### src/sv/terq_pkg.sv
// Package for the timed event release queue: field widths, mode codes,
// controller state and pass types, and the command/status structs.
// No dependencies.
package terq_pkg;

    localparam int CAPACITY_DEF  = 16;
    localparam int TIME_BITS_DEF = 32;
    localparam int MAX_OUT       = 16;
    localparam int REL_CNT_W     = $clog2(MAX_OUT + 1);

    localparam int MODE_W     = 3;
    localparam int ID_W       = 16;
    localparam int FIELD_TM_W = 32;
    localparam int NT_W       = 33;

    localparam logic [MODE_W-1:0] MODE_ADD      = 3'd0;
    localparam logic [MODE_W-1:0] MODE_ADD_NEXT = 3'd1;
    localparam logic [MODE_W-1:0] MODE_PROCESS  = 3'd2;
    localparam logic [MODE_W-1:0] MODE_FIRE_ALL = 3'd3;
    localparam logic [MODE_W-1:0] MODE_CLEAR    = 3'd4;
    localparam logic [MODE_W-1:0] MODE_QUERY    = 3'd5;

    typedef enum logic [3:0] {
        S_IDLE,
        S_ADD,
        S_PROMOTE,
        S_SCAN,
        S_REMOVE,
        S_CLEAR,
        S_EMIT,
        S_EMIT_REL
    } t_state;

    typedef enum logic [1:0] {
        PASS_SCAN,
        PASS_PROMOTE,
        PASS_REMOVE,
        PASS_CLEAR
    } t_pass;

    typedef struct packed {
        logic  load;
        logic  add;
        logic  start;
        t_pass kind;
        logic  step;
        logic  emit;
        logic  emit_rel;
        logic  emit_last;
    } t_cmd;

    typedef struct packed {
        logic pass_done;
        logic due;
        logic more_ok;
        logic out_free;
    } t_stat;

endpackage

### src/sv/timed_event_release_queue.sv
// Top level of the timed event release queue: controller plus datapath.
// Depends on terq_pkg, terq_ctrl and terq_datapath.
//
// Usage:
// - Input channel (i_in_valid / o_in_stall) carries one command per transfer:
//   add, add for next round, process due, fire all, clear or query.
// - Output channel (o_out_valid / i_out_stall) carries result items; o_last
//   marks the final result of each command.
// - Entries sit in a ring of CAPACITY slots that rotates one slot per cycle
//   while a pass runs; the passes over the n occupied entries are where the
//   time goes.
// - Add and query: an add goes through S_ADD and then S_EMIT, a query goes
//   straight to S_EMIT, which loads the result register. Clear: one pass.
// - Process and fire all: a promotion pass and a search pass, then per
//   released event one removal pass that also finds the next earliest
//   entry, at most sixteen releases per command.
// - One command is worked at a time; o_in_stall stays high until the last
//   result has been loaded into the output register, which then holds while
//   the receiver stalls and the next command can already be taken.
// - Synchronous reset empties the store and drops any pending result.
module timed_event_release_queue #(
    parameter int CAPACITY  = terq_pkg::CAPACITY_DEF,
    parameter int TIME_BITS = terq_pkg::TIME_BITS_DEF
) (
    input  logic                              i_clk,
    input  logic                              i_rst_n,
    input  logic                              i_in_valid,
    output logic                              o_in_stall,
    input  logic [terq_pkg::MODE_W-1:0]       i_mode,
    input  logic [terq_pkg::ID_W-1:0]         i_event_id,
    input  logic [terq_pkg::FIELD_TM_W-1:0]   i_event_time,
    input  logic [terq_pkg::FIELD_TM_W-1:0]   i_current_time,
    output logic                              o_out_valid,
    input  logic                              i_out_stall,
    output logic [terq_pkg::ID_W-1:0]         o_released_id,
    output logic                              o_released,
    output logic                              o_last,
    output logic                              o_rejected,
    output logic                              o_is_empty,
    output logic signed [terq_pkg::NT_W-1:0]  o_next_timeout
);

    terq_pkg::t_cmd  w_cmd;
    terq_pkg::t_stat w_stat;

    // sequence the passes
    terq_ctrl u_ctrl (
        .i_clk      (i_clk),
        .i_rst_n    (i_rst_n),
        .i_in_valid (i_in_valid),
        .i_mode     (i_mode),
        .i_stat     (w_stat),
        .o_in_stall (o_in_stall),
        .o_cmd      (w_cmd)
    );

    // hold the entries and the result register
    terq_datapath #(
        .CAPACITY  (CAPACITY),
        .TIME_BITS (TIME_BITS)
    ) u_dp (
        .i_clk          (i_clk),
        .i_rst_n        (i_rst_n),
        .i_cmd          (w_cmd),
        .o_stat         (w_stat),
        .i_mode         (i_mode),
        .i_event_id     (i_event_id),
        .i_event_time   (i_event_time),
        .i_current_time (i_current_time),
        .i_out_stall    (i_out_stall),
        .o_out_valid    (o_out_valid),
        .o_released_id  (o_released_id),
        .o_released     (o_released),
        .o_last         (o_last),
        .o_rejected     (o_rejected),
        .o_is_empty     (o_is_empty),
        .o_next_timeout (o_next_timeout)
    );

endmodule

### src/sv/terq_ctrl.sv
// Sequencing controller for the timed event release queue.
// Depends on terq_pkg (state, pass kind, command and status types).
module terq_ctrl (
    input  logic                       i_clk,
    input  logic                       i_rst_n,
    input  logic                       i_in_valid,
    input  logic [terq_pkg::MODE_W-1:0] i_mode,
    input  terq_pkg::t_stat            i_stat,
    output logic                       o_in_stall,
    output terq_pkg::t_cmd             o_cmd
);

    terq_pkg::t_state r_state;
    terq_pkg::t_state n_state;
    logic             w_again;

    assign w_again = i_stat.due && i_stat.more_ok;

    always_ff @(posedge i_clk) begin
        if (!i_rst_n) begin
            r_state <= terq_pkg::S_IDLE;
        end else begin
            r_state <= n_state;
        end
    end

    // next state
    always_comb begin
        n_state = r_state;
        case (r_state)
            terq_pkg::S_IDLE: begin
                if (i_in_valid) begin
                    case (i_mode)
                        terq_pkg::MODE_ADD, terq_pkg::MODE_ADD_NEXT: n_state = terq_pkg::S_ADD;
                        terq_pkg::MODE_PROCESS, terq_pkg::MODE_FIRE_ALL: begin
                            n_state = terq_pkg::S_PROMOTE;
                        end
                        terq_pkg::MODE_CLEAR: n_state = terq_pkg::S_CLEAR;
                        default: n_state = terq_pkg::S_EMIT;
                    endcase
                end
            end
            terq_pkg::S_ADD: n_state = terq_pkg::S_EMIT;
            terq_pkg::S_PROMOTE: begin
                if (i_stat.pass_done) n_state = terq_pkg::S_SCAN;
            end
            terq_pkg::S_SCAN: begin
                if (i_stat.pass_done) begin
                    n_state = i_stat.due ? terq_pkg::S_REMOVE : terq_pkg::S_EMIT;
                end
            end
            terq_pkg::S_REMOVE: begin
                if (i_stat.pass_done) n_state = terq_pkg::S_EMIT_REL;
            end
            terq_pkg::S_CLEAR: begin
                if (i_stat.pass_done) n_state = terq_pkg::S_EMIT;
            end
            terq_pkg::S_EMIT: begin
                if (i_stat.out_free) n_state = terq_pkg::S_IDLE;
            end
            terq_pkg::S_EMIT_REL: begin
                if (i_stat.out_free) begin
                    n_state = w_again ? terq_pkg::S_REMOVE : terq_pkg::S_IDLE;
                end
            end
            default: n_state = terq_pkg::S_IDLE;
        endcase
    end

    // commands
    always_comb begin
        o_cmd      = '0;
        o_cmd.kind = terq_pkg::PASS_SCAN;
        o_in_stall = 1'b1;
        case (r_state)
            terq_pkg::S_IDLE: begin
                o_in_stall = 1'b0;
                o_cmd.load = i_in_valid;
                if (i_in_valid) begin
                    case (i_mode)
                        terq_pkg::MODE_PROCESS, terq_pkg::MODE_FIRE_ALL: begin
                            o_cmd.start = 1'b1;
                            o_cmd.kind  = terq_pkg::PASS_PROMOTE;
                        end
                        terq_pkg::MODE_CLEAR: begin
                            o_cmd.start = 1'b1;
                            o_cmd.kind  = terq_pkg::PASS_CLEAR;
                        end
                        default: o_cmd.start = 1'b0;
                    endcase
                end
            end
            terq_pkg::S_ADD: o_cmd.add = 1'b1;
            terq_pkg::S_PROMOTE: begin
                o_cmd.step = !i_stat.pass_done;
                if (i_stat.pass_done) begin
                    o_cmd.start = 1'b1;
                    o_cmd.kind  = terq_pkg::PASS_SCAN;
                end
            end
            terq_pkg::S_SCAN: begin
                o_cmd.step = !i_stat.pass_done;
                if (i_stat.pass_done && i_stat.due) begin
                    o_cmd.start = 1'b1;
                    o_cmd.kind  = terq_pkg::PASS_REMOVE;
                end
            end
            terq_pkg::S_REMOVE, terq_pkg::S_CLEAR: o_cmd.step = !i_stat.pass_done;
            terq_pkg::S_EMIT: begin
                o_cmd.emit      = i_stat.out_free;
                o_cmd.emit_last = 1'b1;
            end
            terq_pkg::S_EMIT_REL: begin
                o_cmd.emit      = i_stat.out_free;
                o_cmd.emit_rel  = 1'b1;
                o_cmd.emit_last = !w_again;
                if (i_stat.out_free && w_again) begin
                    o_cmd.start = 1'b1;
                    o_cmd.kind  = terq_pkg::PASS_REMOVE;
                end
            end
            default: o_in_stall = 1'b1;
        endcase
    end

endmodule

### src/sv/terq_datapath.sv
// Datapath of the timed event release queue: the entry ring, the pass
// step logic, earliest-entry tracking and the result register.
// Depends on terq_pkg (widths, mode codes, command and status types).
module terq_datapath #(
    parameter int CAPACITY  = terq_pkg::CAPACITY_DEF,
    parameter int TIME_BITS = terq_pkg::TIME_BITS_DEF
) (
    input  logic                              i_clk,
    input  logic                              i_rst_n,
    input  terq_pkg::t_cmd                    i_cmd,
    output terq_pkg::t_stat                   o_stat,
    input  logic [terq_pkg::MODE_W-1:0]       i_mode,
    input  logic [terq_pkg::ID_W-1:0]         i_event_id,
    input  logic [terq_pkg::FIELD_TM_W-1:0]   i_event_time,
    input  logic [terq_pkg::FIELD_TM_W-1:0]   i_current_time,
    input  logic                              i_out_stall,
    output logic                              o_out_valid,
    output logic [terq_pkg::ID_W-1:0]         o_released_id,
    output logic                              o_released,
    output logic                              o_last,
    output logic                              o_rejected,
    output logic                              o_is_empty,
    output logic signed [terq_pkg::NT_W-1:0]  o_next_timeout
);

    localparam int IDX_W  = $clog2(CAPACITY);
    localparam int CNT_W  = $clog2(CAPACITY + 1);
    localparam int DIFF_W = (TIME_BITS + 1 > terq_pkg::NT_W) ? TIME_BITS + 1 : terq_pkg::NT_W;

    typedef struct packed {
        logic                      stg;
        logic [TIME_BITS-1:0]      tm;
        logic [terq_pkg::ID_W-1:0] id;
    } t_entry;

    t_entry r_slot [CAPACITY];
    t_entry n_slot [CAPACITY];

    logic [CNT_W-1:0]               r_cnt;
    logic [CNT_W-1:0]               r_n0;
    logic [CNT_W-1:0]               r_step;
    logic [CNT_W-1:0]               r_s;
    logic [CNT_W-1:0]               r_kept;
    logic [IDX_W-1:0]               r_rm_idx;
    terq_pkg::t_pass                r_kind;
    logic                           r_min_vld;
    logic [TIME_BITS-1:0]           r_min_time;
    logic [IDX_W-1:0]               r_min_idx;
    logic [terq_pkg::MODE_W-1:0]    r_mode;
    logic [terq_pkg::ID_W-1:0]      r_id;
    logic [TIME_BITS-1:0]           r_etime;
    logic [TIME_BITS-1:0]           r_cur;
    logic                           r_rej;
    logic [terq_pkg::REL_CNT_W-1:0] r_k;
    logic [terq_pkg::ID_W-1:0]      r_rel_id;

    logic                           r_out_valid;
    logic [terq_pkg::ID_W-1:0]      r_out_id;
    logic                           r_out_rel;
    logic                           r_out_last;
    logic                           r_out_rej;
    logic                           r_out_empty;
    logic signed [terq_pkg::NT_W-1:0] r_out_nt;

    logic             w_full;
    logic             w_push;
    logic             w_step;
    logic             w_pop;
    logic             w_promote;
    logic [CNT_W-1:0] w_bound;
    t_entry           w_head;
    t_entry           w_head_ins;
    t_entry           w_new;
    logic             w_keep_live;
    logic [DIFF_W-1:0] w_diff;

    assign w_full    = (r_cnt == CNT_W'(CAPACITY));
    assign w_push    = i_cmd.add && !w_full;
    assign w_step    = i_cmd.step && (r_step != r_n0);
    assign w_promote = (r_kind == terq_pkg::PASS_PROMOTE);
    assign w_head    = r_slot[0];

    // drop the head when it is the chosen entry of a removal, or live during a clear
    assign w_pop = ((r_kind == terq_pkg::PASS_REMOVE) && (r_step == CNT_W'(r_rm_idx)))
                || ((r_kind == terq_pkg::PASS_CLEAR) && !w_head.stg);

    // live heads of a promotion go in front of the staged block at the tail
    assign w_bound = (w_promote && !w_head.stg) ? (r_cnt - r_s) : r_cnt;

    always_comb begin
        w_head_ins = w_head;
        if (w_promote) w_head_ins.stg = 1'b0;
    end

    assign w_keep_live = !w_promote && !w_head.stg;

    always_comb begin
        w_new.stg = (r_mode == terq_pkg::MODE_ADD_NEXT);
        w_new.tm  = r_etime;
        w_new.id  = r_id;
    end

    for (genvar g = 0; g < CAPACITY; g++) begin : g_slot
        t_entry w_up;
        if (g < CAPACITY - 1) begin : g_mid
            assign w_up = r_slot[g + 1];
        end else begin : g_end
            assign w_up = r_slot[g];
        end
        always_comb begin
            n_slot[g] = r_slot[g];
            if (w_push && (r_cnt == CNT_W'(g))) begin
                n_slot[g] = w_new;
            end else if (w_step) begin
                if (w_pop || (CNT_W'(g + 1) < w_bound)) begin
                    n_slot[g] = w_up;
                end else if (CNT_W'(g + 1) == w_bound) begin
                    n_slot[g] = w_head_ins;
                end
            end
        end
    end

    always_ff @(posedge i_clk) begin
        r_slot <= n_slot;
    end

    assign w_diff = DIFF_W'(r_min_time) - DIFF_W'(r_cur);

    always_ff @(posedge i_clk) begin
        if (!i_rst_n) begin
            r_cnt       <= '0;
            r_n0        <= '0;
            r_step      <= '0;
            r_s         <= '0;
            r_kept      <= '0;
            r_kind      <= terq_pkg::PASS_SCAN;
            r_min_vld   <= 1'b0;
            r_rej       <= 1'b0;
            r_k         <= '0;
            r_out_valid <= 1'b0;
        end else begin
            if (i_cmd.load) begin
                r_rej <= 1'b0;
                r_k   <= '0;
            end
            if (i_cmd.add) begin
                if (w_full) begin
                    r_rej <= 1'b1;
                end else begin
                    r_cnt <= r_cnt + 1'b1;
                    if (!w_new.stg && (!r_min_vld || (w_new.tm < r_min_time))) begin
                        r_min_vld <= 1'b1;
                        r_min_idx <= r_cnt[IDX_W-1:0];
                    end
                end
            end
            if (i_cmd.start) begin
                r_step    <= '0;
                r_n0      <= r_cnt;
                r_s       <= '0;
                r_kept    <= '0;
                r_kind    <= i_cmd.kind;
                r_rm_idx  <= r_min_idx;
                r_min_vld <= 1'b0;
            end else if (w_step) begin
                r_step <= r_step + 1'b1;
                if (w_pop) begin
                    r_cnt <= r_cnt - 1'b1;
                    if (r_kind == terq_pkg::PASS_REMOVE) r_rel_id <= w_head.id;
                end else begin
                    r_kept <= r_kept + 1'b1;
                    if (w_promote && w_head.stg) r_s <= r_s + 1'b1;
                    // strict compare keeps the first of equal times
                    if (w_keep_live && (!r_min_vld || (w_head.tm < r_min_time))) begin
                        r_min_vld <= 1'b1;
                        r_min_idx <= r_kept[IDX_W-1:0];
                    end
                end
            end
            if (i_cmd.emit) begin
                r_out_valid <= 1'b1;
                if (i_cmd.emit_rel) r_k <= r_k + 1'b1;
            end else if (!i_out_stall) begin
                r_out_valid <= 1'b0;
            end
        end
    end

    // input item and result payload: no reset needed
    always_ff @(posedge i_clk) begin
        if (i_cmd.load) begin
            r_mode  <= i_mode;
            r_id    <= i_event_id;
            r_etime <= TIME_BITS'(i_event_time);
            r_cur   <= TIME_BITS'(i_current_time);
        end
        if (i_cmd.add && !w_full && !w_new.stg && (!r_min_vld || (w_new.tm < r_min_time))) begin
            r_min_time <= w_new.tm;
        end else if (!i_cmd.start && w_step && !w_pop && w_keep_live
                     && (!r_min_vld || (w_head.tm < r_min_time))) begin
            r_min_time <= w_head.tm;
        end
        if (i_cmd.emit) begin
            r_out_id    <= i_cmd.emit_rel ? r_rel_id : '0;
            r_out_rel   <= i_cmd.emit_rel;
            r_out_last  <= i_cmd.emit_last;
            r_out_rej   <= r_rej;
            r_out_empty <= !r_min_vld;
            r_out_nt    <= r_min_vld ? signed'(w_diff[terq_pkg::NT_W-1:0]) : '0;
        end
    end

    assign o_stat.pass_done = (r_step == r_n0);
    assign o_stat.due       = r_min_vld
                           && ((r_mode == terq_pkg::MODE_FIRE_ALL) || (r_min_time <= r_cur));
    assign o_stat.more_ok   = (r_k < terq_pkg::REL_CNT_W'(terq_pkg::MAX_OUT - 1));
    assign o_stat.out_free  = !r_out_valid || !i_out_stall;

    assign o_out_valid    = r_out_valid;
    assign o_released_id  = r_out_id;
    assign o_released     = r_out_rel;
    assign o_last         = r_out_last;
    assign o_rejected     = r_out_rej;
    assign o_is_empty     = r_out_empty;
    assign o_next_timeout = r_out_nt;

endmodule

### config.mk
export PLATFORM = sky130hd
export DESIGN_NAME = timed_event_release_queue
export DESIGN_NICKNAME = d
export VERILOG_FILES = /design/src/sv/terq_pkg.sv /design/src/sv/timed_event_release_queue.sv /design/src/sv/terq_ctrl.sv /design/src/sv/terq_datapath.sv
export SDC_FILE = /design/constraint.sdc
export NUM_CORES = 2
export LEC_CHECK = 0
export ABC_AREA = 1
export ABC_CLOCK_PERIOD_IN_PS = 8100
export CORE_MARGIN = 4
export CORE_UTILIZATION = 45
export CTS_CLUSTER_SIZE = 10
export DETAILED_ROUTE_END_ITERATION = 12
export DONT_BUFFER_PORTS = 1
export GPL_ROUTABILITY_DRIVEN = 0
export PLACE_DENSITY = 0.58
export SLEW_MARGIN = 40
export SYNTH_ARGS = -nofsm -noshare
export SYNTH_HDL_FRONTEND = slang
export SYNTH_SLANG_ARGS = --single-unit
### constraint.sdc
create_clock -name i_clk -period 8.1 [get_ports i_clk]
set_input_delay 1.62 -clock i_clk [delete_from_list [all_inputs] [get_ports i_clk]]
set_output_delay 1.62 -clock i_clk [all_outputs]
set_load 0.1 [all_outputs]
# Word-level counts from Yosys, hierarchy flattened

Index checks and enable logic that the tools add are counted.

Bits of input ports: 87
Logic and storage cells: 415
Bits in registers: 1015

$add $sub $neg: 8
Muxes and demuxes: 119
Reductions and logical operators: 132
Equal/unequal tests: 60
Bitwise operators: 3
$lt $le $gt $ge: 20

Operators with widths:

| cell                                                   | count |
|---|---|
| two-way mux 49 bit                                     | 64 |
| < comparator 32 bit                                    | 2 |
| two-way mux 32 bit                                     | 2 |
| two-way mux 4 bit                                      | 14 |
| two-way mux 5 bit                                      | 9 |
| nonzero test 3 bit                                     | 15 |
| equality test 4 x 5 -> 1 bit (first input constant)    | 8 |
| equality test 5 x 4 -> 1 bit (second input constant)   | 8 |
| < comparator 4 x 5 -> 1 bit (first input constant)     | 8 |
| nonzero test 2 bit                                     | 19 |
| AND reduction 2 bit                                    | 18 |
| logical AND 1 bit                                      | 35 |
| subtractor 32 x 32 -> 33 bit                           | 1 |
| <= comparator 32 bit                                   | 1 |
| one-hot mux 4 bit (8 select lines)                     | 1 |
| adder 5 x 1 -> 5 bit (second input constant)           | 5 |
| logical OR 1 bit                                       | 21 |
| equality test 3 x 5 -> 1 bit (first input constant)    | 4 |
| equality test 5 x 3 -> 1 bit (second input constant)   | 4 |
| < comparator 3 x 5 -> 1 bit (first input constant)     | 4 |
| two-way mux 1 bit                                      | 19 |
| equality test 4 x 3 -> 1 bit (second input constant)   | 4 |
| inequality test 2 x 1 -> 1 bit (second input constant) | 8 |
| two-way mux 3 bit                                      | 5 |
| other kinds (39)                                       | 63 |

# Depth between registers and ports, before layout

Depth in word-level cells: 14
Mapped depth: 18
Depth with buffers taken out: 18

# Modules after synthesis

From an unflattened synthesis, not the netlist that was laid out.

Cell total of the unflattened synthesis: 5819
Area total of the unflattened synthesis: 52577.9 sq um

Modules (own cells, without submodules):

| module        | cells an instance | area each (sq um) | times used |
|---|---|---|---|
| terq_datapath | 5753              | 52215.1           | 1 |
| terq_ctrl     | 66                | 362.8             | 1 |

# Least setup slack after synthesis

Ideal clock, no wire load.

Kind: register to register
Start: register u_dp.r_cnt[0]
End: register u_dp.r_slot (netlist bit u_dp.g_slot[14].w_up[0]), enable pin
Slack: 639 ps
Period minus slack after synthesis: 7461 ps
Data arrival time: 6871 ps
Required time: 7510 ps
Stages on the path, launching flop included: 10
Path through: dfxtp_1 inv_1 ha_1 inv_1 fa_1 xor2_1 or2_1 o21ai_4 nand2_1 o41ai_1

Cells in the longest elaborated chain, start to end: 6
Elaborated cells on any way between the ends: 14
Those cells by class: add/sub (1); order compare (1); eq/ne (4); mux (1); reduce/logical (7)

RTL lines:

| element                                                                        | RTL line                                   | RTL |
|---|---|---|
| start: declaration                                                             | terq_datapath.sv:39                        | `logic [CNT_W-1:0] r_cnt;` |
| start signal: assignment                                                       | terq_datapath.sv:151                       | `r_cnt <= r_cnt + 1'b1;` |
| start signal: assignment                                                       | terq_datapath.sv:169                       | `r_cnt <= r_cnt - 1'b1;` |
| subtractor 5 bit or equality test 5 bit (tied branches)                        | terq_datapath.sv:88, terq_datapath.sv:77   |  |
| two-way mux 5 bit or zero test 1 bit (tied branches)                           | terq_datapath.sv:88, terq_datapath.sv:78   |  |
| < comparator 5 bit or logical AND 1 bit (tied branches)                        | terq_datapath.sv:115, terq_datapath.sv:78  |  |
| logical OR 1 bit or logical AND 1 bit (tied branches)                          | terq_datapath.sv:115, terq_datapath.sv:112 |  |
| inequality test 2 x 1 -> 1 bit (no line) or nonzero test 2 bit (tied branches) | n/a                                        |  |
| AND reduction 3 bit (no line) *                                                | n/a                                        |  |
| end signal: assignment                                                         | terq_datapath.sv:125                       | `r_slot <= n_slot;` |
| end: declaration                                                               | terq_datapath.sv:36                        | `t_entry r_slot [CAPACITY];` |

Mark *: on every way between the ends. The rest lies on a longest branch, timed or not.
A chain may end at the register's enable or synchronous reset.

# Final worst setup path

Start: register u_dp.r_cnt[0]
End: register u_dp.r_slot (netlist bit u_dp.g_slot[0].w_up[26]), enable pin

Cells in the longest elaborated chain, start to end: 6
Elaborated cells on any way between the ends: 13
Those cells by class: add/sub (1); order compare (1); eq/ne (3); mux (1); reduce/logical (7)

RTL lines:

| element                                                            | RTL line |
|---|---|
| subtractor 5 bit or equality test 5 bit (tied branches)            | terq_datapath.sv:88, terq_datapath.sv:77 |
| two-way mux 5 bit or zero test 1 bit (tied branches)               | terq_datapath.sv:88, terq_datapath.sv:78 |
| < comparator 2 x 5 -> 1 bit or logical AND 1 bit (tied branches)   | terq_datapath.sv:115, terq_datapath.sv:78 |
| logical OR 1 bit or logical AND 1 bit (tied branches)              | terq_datapath.sv:115, terq_datapath.sv:112 |
| nonzero test 3 bit (no line) or nonzero test 2 bit (tied branches) | n/a |
| AND reduction 2 bit (no line) *                                    | n/a |

Marked as above.

==> out/qor.txt <==
status - complete, no violations
routed wl met2 - 76900 um
pre-CTS setup slack - 2842 ps
Post-synth ARST share - 0%
setup TNS - 0 ps
WL final - 174600 um
Initial Utilization - 45.41%
Vias/cell - 6.112
Area growth syn-to-layout - 10.24%
fin. max-slew vios - 0
routed length on met3 - 19890 um
Syn Nets - 5580
Die Height - 345.4 um
hold-fix buffers at CTS - 0
Root Driver - clkbuf_16
WP data required - 8430 ps
drt wl/cell - 25.87 um
vias in the first global route - 38643
distinct cell type count after synthesis - 54
IO Count - 142
Peak VDD IR - 0.2698 mV
Reg-to-Reg End - u_dp.g_slot[0].w_up[26]
global-route wire length before repair - 254900 um
Max clock buf depth - 3
CTS Buf Count - 116
fin nets - 5395
Setup CP Type - reg2reg
die area - 119300 um^2
normalized max-slew margin - 38.48%
# rows - 123
most common cell after layout, fill and taps aside - nand2_1
antenna fix cells - 0
CORE AREA - 112800 um^2
share of post-route cells with drive strength above 1 - 7.619%
H-Tree Depth - 3
setup ws final - 3072 ps
IO buf count - 0
critical path arrival - 5360 ps
TritonRoute pass-1 iters - 6
DR iter-0 viols - 5219
final hold viol count - 0
maximum clock rate - 0.1989 GHz
DRT antenna net count - 0
most used cells in the layout excluding fill and tap cells - nand2_1, edfxtp_1, o21ai_0, nor2_1, inv_1
CP Capture Type - flop
max-cap viol count - 0
Slew @ Worst Pin - 922.8 ps
clock slew seen by the registers of the worst setup and hold paths - 60 ps
dominant synthesized flop cell - edfxtp_1
die width - 345.4 um
PostCTS Resize Cnt - 0
largest net degree at the start of global routing - 100
startpoint types - flop
Reg2Reg Setup Slack - 3070 ps
min cycle time layout - 5028 ps
Post-synth EDFFs - 976
FF-to-FF Start - u_dp.r_cnt[0]
P per Cell Area - 348.2 nW/um^2
Post-Route M1 WL - 71200 um
final worst-path cycle share - 62.08%
via total after detailed routing - 41258
Yosys reg bits - 1013
Synth Instances - 5383
Leak - 21.30 nW
uppermost layer routed - met5
Avg Cell Area, Syn - 9.516 um^2
Final setup viols - 0
Setup crit start - u_dp.r_cnt[0]
clk sinks - 1013
Worst Clk Skew - 28.40 ps
Post-Syn Area - 51220 um^2
crit path to - u_dp.g_slot[0].w_up[26]
Yosys warning count - 0
CTS tree - yes
initial antenna violation count - 1
sequential area share after synthesis - 58.66%
worst-path maximum fanout - 50
Worst-Skew Late Latency - 710 ps
GRT Util Overall - 28.14%
RSZ-0062 raised after global routing - no
grt ovf - 0
Reg2Reg Depth - 16
Detail Placement HPWL - 102300 um
setup repair bufs after CTS - 0
DRC - 0
Min-Delay Path Class - reg2reg
kinds of logic (layout without fill, tap and decap cells):
group,Yosys count,after routing,share of synthesized area (%)
xor+xnor,19,19,0.3249
buf+inv,838,705,6.571
simple gates,1943,1943,15.48
fa+ha+maj,110,110,2.716
flops,1013,1013,58.66
compound gates,1460,1460,16.25
layout make-up:
| cell class | instances | area (um^2) |
|---|---|---|
| flip-flops and latches | 1013 | 30050 |
| clock inverters | 20 | 192.7 |
| inverters | 407 | 1544 |
| multi-input cells | 3532 | 18180 |
| clock buffers | 150 | 3040 |
| repair buffers | 128 | 1588 |
| well taps | 1500 | 1877 |
| fillers | 10185 | 56340 |
state kept, by name, indices dropped and copies added, names as in the netlist, 2 cells and up:
signal and cells:
u_ctrl.r_state 3, u_dp.g_slot.w_up 735, u_dp.o_next_timeout 33, u_dp.o_released_id 16
u_dp.r_cnt 5, u_dp.r_cur 32, u_dp.r_etime 32, u_dp.r_id 16
u_dp.r_k 5, u_dp.r_kept 4, u_dp.r_kind 2, u_dp.r_min_idx 4
u_dp.r_min_time 32, u_dp.r_mode 3, u_dp.r_n0 5, u_dp.r_rel_id 16
u_dp.r_rm_idx 4, u_dp.r_s 5, u_dp.r_slot 49, u_dp.r_step 5
report_power, final:
part	internal, mW	total, mW	switching, mW
registers	6.97	7.71	0.747
logic	2.13	7.19	5.06
clock network	2.63	4.76	2.13
cell usage after synthesis, types with 24 or more instances:
master / number / area (um^2)
o22ai_1: 306 / 1914
o21ai_1: 46 / 230.2
a31oi_1: 90 / 563.0
buf_2: 104 / 520.5
nand2_1: 1041 / 3908
inv_1: 382 / 1434
nand3_1: 269 / 1346
o21ai_0: 670 / 3353
clkbuf_1: 284 / 1066
or2_2: 52 / 325.3
edfxtp_1: 976 / 29310
dfxtp_1: 37 / 740.7
nor2_1: 519 / 1948
nor3_1: 24 / 120.1
a21oi_1: 151 / 755.7
ha_1: 108 / 1351
o211ai_1: 153 / 1149
how the worst min path moves through the flow:
stage / from / to / slack [ps] / cells after the start
6_report: u_dp.r_rej / u_dp.o_rejected / 430 / 0
3_3_place_gp: u_dp.r_rej / u_dp.o_rejected / 420 / 0
5_1_grt: u_dp.r_rej / u_dp.o_rejected / 460 / 0
4_1_cts: u_dp.r_rej / u_dp.o_rejected / 430 / 0
2_1_floorplan: u_dp.r_rej / u_dp.o_rejected / 410 / 0
3_5_place_dp: u_dp.r_rej / u_dp.o_rejected / 420 / 0
per-layer routing:
layer  vias to the layer above  global-route usage, %
met1                     19975                  38.59
met3                       330                  7.117
met2                      2357                  43.40
met4                         6                  10.06
met5                         -                 0.8403
li1                      18590                      -
per-stage QoR:
| stage | total power [mW] | hold slack [ps] | std cells | area, um^2 | utilization (%) |
|---|---|---|---|---|---|
| 6_report | 19.66 | 433.9 | 6750 | 56470 | 50.06 |
| 5_1_grt | 20.67 | 459.9 | 6750 | 56470 | 50.06 |
| 4_1_cts | 19.48 | 434.1 | 6737 | 56150 | 49.77 |
| 3_5_place_dp | 14.72 | 419.4 | 6567 | 52910 | 46.91 |
| 3_3_place_gp | 14.43 | 421.2 | 6535 | 52240 | 46.31 |
| 2_1_floorplan | 12.36 | 408.6 | 5383 | 51220 | - |
worst max-delay path, cell delays in order, from the launching register on:
cell and delay [ps]:
dfxtp_1 370, inv_1 220, ha_1 190, inv_1 60, fa_1 400, nand3_1 90, nand2_1 70, xnor2_1 130
nand2_1 130, nand2_1 150, nand2_1 150, nor2_4 30, buf_4 300, nand3_4 650, inv_1 280, o21ai_4 700
buf_4 670
(Power assumes the default switching activity.)
